[config.mk]
export PLATFORM = sky130hd
export DESIGN_NAME = int4_group_dequantize_fp16
export DESIGN_NICKNAME = d
export VERILOG_FILES = /design/src/hw/rtl/i4dq_pkg.sv /design/src/hw/rtl/i4dq_lane.sv /design/src/hw/rtl/int4_group_dequantize_fp16.sv
export SDC_FILE = /design/constraint.sdc
export NUM_CORES = 2
export LEC_CHECK = 0
export BUFFER_PORTS_ARGS = -buffer_cell sky130_fd_sc_hd__buf_2
export CAP_MARGIN = 20
export CELL_PAD_IN_SITES_DETAIL_PLACEMENT = 0
export CELL_PAD_IN_SITES_GLOBAL_PLACEMENT = 1
export CORE_ASPECT_RATIO = 0.8
export CORE_UTILIZATION = 31
export CTS_CLUSTER_DIAMETER = 60
export DETAILED_ROUTE_END_ITERATION = 6
export PLACE_DENSITY_LB_ADDON = 0.1
export SLEW_MARGIN = 10
export SYNTH_ARGS = -nofsm -noshare
export SYNTH_HDL_FRONTEND = slang
export SYNTH_SLANG_ARGS = --single-unit
export TNS_END_PERCENT = 30
[constraint.sdc]
create_clock -name clk -period 9.55 [get_ports clk]
set_clock_uncertainty 0.05 [all_clocks]
set_input_delay 0.955 -clock clk [delete_from_list [all_inputs] [get_ports clk]]
set_output_delay 0.955 -clock clk [all_outputs]
set_load 0.02 [all_outputs]
[src/hw/rtl/i4dq_pkg.sv]
// ----------------------------------------------------------------------------
// i4dq_pkg
// Shared types and constants for the int4 group dequantizer.
// ----------------------------------------------------------------------------
package i4dq_pkg;

  localparam int unsigned LANES = 8;

  localparam logic [15:0] HALF_QNAN = 16'h7E00;
  localparam logic [14:0] HALF_INF  = 15'h7C00;
  localparam logic [4:0]  EXP_MAX   = 5'h1F;

  typedef logic [4:0] lane_shift_t;
  typedef lane_shift_t [LANES-1:0] shift_tab_t;

  // nibble shift per output lane
  localparam shift_tab_t LANE_SHIFT = '{5'd28, 5'd12, 5'd24, 5'd8,
                                        5'd20, 5'd4, 5'd16, 5'd0};

  // per-lane stage-one result
  typedef struct packed {
    logic        special;
    logic [15:0] spec_val;
    logic        sgn;
    logic [14:0] prod;
    logic [4:0]  ex;
  } lane_mid_t;

endpackage

[src/hw/rtl/i4dq_lane.sv]
// ----------------------------------------------------------------------------
// i4dq_lane
// One lane: (w - z) * scale, rounded once to fp16, two pipeline stages.
// ----------------------------------------------------------------------------
module i4dq_lane (
  input  logic        clk,
  input  logic        adv,
  input  logic [3:0]  w,
  input  logic [3:0]  z,
  input  logic [15:0] scale,
  output logic [15:0] value
);

  i4dq_pkg::lane_mid_t mid_nxt, mid_r;
  logic [15:0] value_nxt, value_r;

  logic signed [4:0] d;
  logic [3:0]  ad;
  logic [10:0] mant;

  always_comb begin
    d = $signed({1'b0, w}) - $signed({1'b0, z});
    ad = d[4] ? 4'(-d) : d[3:0];
    mant = (scale[14:10] == 5'd0) ? {1'b0, scale[9:0]} : {1'b1, scale[9:0]};
    mid_nxt.sgn = scale[15] ^ d[4];
    mid_nxt.prod = 15'(mant) * 15'(ad);
    mid_nxt.ex = scale[14:10];
    mid_nxt.special = (scale[14:10] == i4dq_pkg::EXP_MAX);
    if (scale[9:0] != 10'd0) begin
      mid_nxt.spec_val = scale | 16'h0200;
    end else if (ad == 4'd0) begin
      mid_nxt.spec_val = i4dq_pkg::HALF_QNAN;
    end else begin
      mid_nxt.spec_val = {mid_nxt.sgn, i4dq_pkg::HALF_INF};
    end
  end

  always_ff @(posedge clk) begin
    if (adv) begin
      mid_r <= mid_nxt;
    end
    value_r <= value_nxt;
  end

  // value = prod * 2^(e), e = ex-25 (normal) or -24 (subnormal)
  logic [3:0]  p;
  logic signed [7:0] e, q, sh;
  logic [14:0] n, rem, half, sh_mask;
  logic [15:0] bits;
  logic        up;

  always_comb begin
    p = 4'd0;
    for (int k = 0; k < 15; k++) begin
      if (mid_r.prod[k]) p = 4'(k);
    end
    e = (mid_r.ex == 5'd0) ? -8'sd24 : $signed({3'b0, mid_r.ex}) - 8'sd25;
    q = $signed({4'b0, p}) + e;
    if (q < -8'sd14) q = -8'sd14;
    q = q - 8'sd10;
    sh = q - e;
    n = 15'd0;
    rem = 15'd0;
    half = 15'd0;
    sh_mask = 15'd0;
    up = 1'b0;
    if (sh <= 8'sd0) begin
      n = mid_r.prod << 4'(-sh);
    end else begin
      sh_mask = (15'd1 << 4'(sh)) - 15'd1;
      rem = mid_r.prod & sh_mask;
      half = 15'd1 << 4'(sh - 8'sd1);
      n = mid_r.prod >> 4'(sh);
      up = (rem > half) || ((rem == half) && n[0]);
    end
    bits = 16'({q + 8'sd24, 10'd0}) + 16'(n) + 16'(up);
    if (bits >= 16'(i4dq_pkg::HALF_INF)) bits = 16'(i4dq_pkg::HALF_INF);
    if (mid_r.special) begin
      value_nxt = mid_r.spec_val;
    end else if (mid_r.prod == 15'd0) begin
      value_nxt = {mid_r.sgn, 15'd0};
    end else begin
      value_nxt = {mid_r.sgn, bits[14:0]};
    end
  end

  assign value = value_r;

endmodule

[src/hw/rtl/int4_group_dequantize_fp16.sv]
// ----------------------------------------------------------------------------
// int4_group_dequantize_fp16
// AWQ int4 weight dequantizer with fp16 scales, eight lanes per beat.
// ----------------------------------------------------------------------------
// Usage:
//   Drive in_packed_weights, in_packed_zeros and in_scale_0..7 with start
//   high; the beat is taken at that edge (busy is always low, the pipeline
//   never stalls).
//   out_valid then pulses for one cycle with out_value_0..7.
//   Lane i takes the nibble at shift 0,16,4,20,8,24,12,28 of both words.
//   Throughput: one beat per cycle; each beat passes the lane multiply stage
//   and then the round/pack stage.
//   Reset clears the valid pipeline only; the receiver cannot stall, so
//   every result is shown exactly once.
// ----------------------------------------------------------------------------
module int4_group_dequantize_fp16 (
  input  logic        clk,
  input  logic        rst_n,
  input  logic        start,
  output logic        busy,
  input  logic [31:0] in_packed_weights,
  input  logic [31:0] in_packed_zeros,
  input  logic [15:0] in_scale_0,
  input  logic [15:0] in_scale_1,
  input  logic [15:0] in_scale_2,
  input  logic [15:0] in_scale_3,
  input  logic [15:0] in_scale_4,
  input  logic [15:0] in_scale_5,
  input  logic [15:0] in_scale_6,
  input  logic [15:0] in_scale_7,
  output logic        out_valid,
  output logic [15:0] out_value_0,
  output logic [15:0] out_value_1,
  output logic [15:0] out_value_2,
  output logic [15:0] out_value_3,
  output logic [15:0] out_value_4,
  output logic [15:0] out_value_5,
  output logic [15:0] out_value_6,
  output logic [15:0] out_value_7
);

  logic [1:0] vld_r, vld_nxt;
  logic [15:0] scales [i4dq_pkg::LANES];
  logic [15:0] vals [i4dq_pkg::LANES];

  assign busy = 1'b0;
  assign scales[0] = in_scale_0;
  assign scales[1] = in_scale_1;
  assign scales[2] = in_scale_2;
  assign scales[3] = in_scale_3;
  assign scales[4] = in_scale_4;
  assign scales[5] = in_scale_5;
  assign scales[6] = in_scale_6;
  assign scales[7] = in_scale_7;

  for (genvar i = 0; i < i4dq_pkg::LANES; i++) begin : g_lane
    i4dq_lane u_lane (
      .clk   (clk),
      .adv   (1'b1),
      .w     (4'(in_packed_weights >> i4dq_pkg::LANE_SHIFT[i])),
      .z     (4'(in_packed_zeros >> i4dq_pkg::LANE_SHIFT[i])),
      .scale (scales[i]),
      .value (vals[i])
    );
  end

  assign vld_nxt = {vld_r[0], start & ~busy};

  always_ff @(posedge clk) begin
    if (!rst_n) begin
      vld_r <= 2'b00;
    end else begin
      vld_r <= vld_nxt;
    end
  end

  assign out_valid   = vld_r[1];
  assign out_value_0 = vals[0];
  assign out_value_1 = vals[1];
  assign out_value_2 = vals[2];
  assign out_value_3 = vals[3];
  assign out_value_4 = vals[4];
  assign out_value_5 = vals[5];
  assign out_value_6 = vals[6];
  assign out_value_7 = vals[7];

`ifndef ASSERT_OFF
  a_latency: assert property (@(posedge clk) disable iff (!rst_n)
    (start && !busy) |=> ##1 out_valid) else $error("missed result");
  a_no_spurious: assert property (@(posedge clk) disable iff (!rst_n)
    out_valid |-> $past(vld_r[0])) else $error("spurious result");
  a_never_busy: assert property (@(posedge clk) !busy) else $error("busy raised");
`endif

endmodule

==> results.md <==
* WHS Endpoint: g_lane[0].u_lane.mid_r[0]
* Slew margin rel. at 0.308
* Placed cells at 9525
* GR Overflow Total at 0
* Detail Placement HPWL at 139000 µm
* FF-to-FF End: g_lane[5].u_lane.value[6]
* Least-Margin Pin Slew at 1.03 ns
* Largest net degree at the start of global routing at 35
* Core ar. at 0.168 mm²
* Initial Utilization at 0.314
* Hold Path Cell Cnt at 1
* Drt first-iter violations at 3075
* Initial antenna violation count at 11
* Gr usage total at 0.194
* Top_reg_cell synth: dfxtp_1
* CTS tree: done
* Critical Path AT at 9.68 ns
* Clock Tree Root: clkbuf_16
* Top cells by count, synth: nand2_1 (894), nor2_1 (637), ha_1 (552)
* Syn Area/Cell at 7.61 µm²
* Tcrit/Tclk final at 0.958
* FF+latch area at 0.00869 mm²
* Std-Cell Rows at 134
* Yosys top cell by area: dfxtp_1
* Die area at 0.172 mm²
* Final WL at 174000 µm
* Origin of the critical flop-to-flop path: g_lane[5].u_lane.mid_r[7]
* Worst skew pair latency at 0.71 ns
* HP Class: primary input to flip-flop
* Crit Path Max Fanout at 5
* Post-synthesis sequential area ratio at 0.165
* Cell area after placement at 0.0590 mm²
* CP max-delay cell: fa_2
* Mapped Area at 0.0527 mm²
* Slowest stage delay, CP at 0.57 ns
* Seq cells post-synth at 434
* Via Count at 49800
* Clk slew on worst S/H paths at 0.07 ns
* Final setup viols at 0
* Via-to-Cell Ratio at 5.15
* Number of synthesized flops with an enable pin at 0
* Post-synth cell types at 105
* Pre-Repair DR Iteration Count at 6
* Hold path startpoint: in_scale_0[10]
* Reg2Reg Depth at 54
* Die X at 463 µm
* First-pass GRT wire length at 271000 µm
* Met2 Wirelength at 76700 µm
* Final Cell Area at 0.0628 mm²
* Deepest clock path buffer count at 3
* Final hold vios at 0
* Max-slew violations at 0
* Most common cell in the netlist: nand2_1
* Ports at 325
* CP Capture Type: flip-flop
* Routed wl met3 at 6540 µm
* CP Buf/Inv Count at 8
* R2r setup slk at 0.40 ns
* YS warnings at 0
* Die height at 371 µm
* Cells after Synth at 6924
* P&R area growth vs syn at 19.1%
* # fillers at 17700
* CP Launch Type: flip-flop
* Highest metal used: met4
* Required @ worst endpoint at 10.08 ns
* WL met1 at 87700 µm
* # nets final at 8296
* Share of the synthesized area in the top cell type at 0.165
* FFs w/ async S/R, synth at 0
* Share of layout cells above drive strength 1 at 0.192
* Worst Path Class, Setup: flip-flop to flip-flop
* Vias in the first global route at 47600
* MaxCap Viol Count at 0
* Syn nets at 7839
* I/O Buffers at 323
* Post-DRT Antenna Nets at 0
* Multi-input logic area at 0.0420 mm²
* Routability cong. at 0.857
* WL/cell at 18.0 µm
* Clock sinks at 434
* RSZ-0062 raised after global routing: true
* CTS buffer count at 56
* Crit path top cell by count: nor2_1
* Max Clock Freq at 109 MHz
* Status: finished clean
* H-tree depth at 2
* Utilization after layout at 0.374
* Final std cells w/o fill at 9676
* Critical path's top delay family: adder cells
* DRC viols at 0
* Synth top area cells: dfxtp_1 (16%), ha_1 (13%), fa_1 (6.4%), nand2_1 (6.4%), nor2_1 (4.5%)
* Fin crit period at 9.15 ns
[worst reg2reg max path: cells and delay by family, from the launching register on]
kind            cells  cell delay, ns
simple gates       19            2.38
mux                 1            0.13
xor+xnor            3            0.40
flops               1            0.31
buf+inv             8            0.78
fa+ha+maj          10            2.68
compound gates     13            2.36
[final cells by class]
cell class	instances	area share
repair buffers	814	0.0863
multi-input cells	5595	0.669
inverters	480	0.0288
flip-flops and latches	434	0.138
clock inverters	40	0.00843
diodes	3	0.000120
well taps	2244	0.0447
clock buffers	66	0.0239
[kinds of logic (layout without fill, tap and decap cells)]
| group | Yosys count | after routing | share of synthesized area |
|---|---|---|---|
| and+or+nand+nor | 2585 | 2586 | 0.230 |
| AOI/OAI and AO/OA | 1512 | 1513 | 0.188 |
| buffers and inverters | 897 | 1400 | 0.0651 |
| adders and majority gates | 720 | 720 | 0.195 |
| DFF | 434 | 434 | 0.165 |
| muxes | 396 | 396 | 0.0916 |
| xor gates and xnor gates | 379 | 379 | 0.0654 |
| other | 1 | 4 | 0.0000712 |
[cells in the final DEF, fill, tap and decap left out, drive strengths merged, types with 54 or more instances in the layout]
cell type / n
a31oi: 70
o21a: 85
a21o: 97
nand2b: 118
xor2: 105
clkbuf: 71
inv: 480
o211ai: 58
nand2: 895
a21oi: 381
nand3: 157
nor2b: 196
o21bai: 55
mux2: 102
dfxtp: 434
a211oi: 54
nor3: 149
mux2i: 236
ha: 552
xnor2: 267
fa: 168
o21ai: 367
nor2: 637
buf: 809
mux4: 58
and2: 131
and3: 59
[registers in the layout, indices dropped and copies added (netlist names)]
register and count:
vld_r 2, g_lane.u_lane.mid_r 304, g_lane.u_lane.value 128
[per-stage QoR]
stage	setup TNS, ns	setup WS (ns)	hold slack [ns]
2_1_floorplan	0	0.000476	0.342
3_3_place_gp	-1.97	-0.278	0.355
3_5_place_dp	-3.92	-0.363	0.353
4_1_cts	-0.00341	-0.00341	0.272
5_1_grt	-1.30	-0.158	0.305
6_report	0	0.399	0.346
[timing repair]
action	in CTS	in global routing
gates resized for setup	19	331
setup endpoints to repair	47	119
pin swaps	4	96
hold buffers	0	0
hold endpoints to repair	0	0
gates cloned	0	3
setup buffers	0	36
[worst max-delay path by stage]
stage	depth (start not counted)	to	from
after global routing	56	g_lane[0].u_lane.value[6]	g_lane[0].u_lane.mid_r[7]
after CTS	54	g_lane[5].u_lane.value[6]	g_lane[5].u_lane.mid_r[7]
after detailed placement	54	g_lane[5].u_lane.value[3]	g_lane[5].u_lane.mid_r[7]
after floorplan	57	g_lane[5].u_lane.value[6]	g_lane[5].u_lane.mid_r[7]
final	54	g_lane[5].u_lane.value[6]	g_lane[5].u_lane.mid_r[7]
after global placement	54	g_lane[5].u_lane.value[3]	g_lane[5].u_lane.mid_r[7]
[per-layer routing]
metal	track usage	vias up
li1	-	25000
met1	0.287	23800
met2	0.305	891
met3	0.0200	152
met4	0.0358	0
met5	0	-
Power is not shown: default switching activity piles up to over one toggle a cycle in this logic, so the estimate is an artifact.
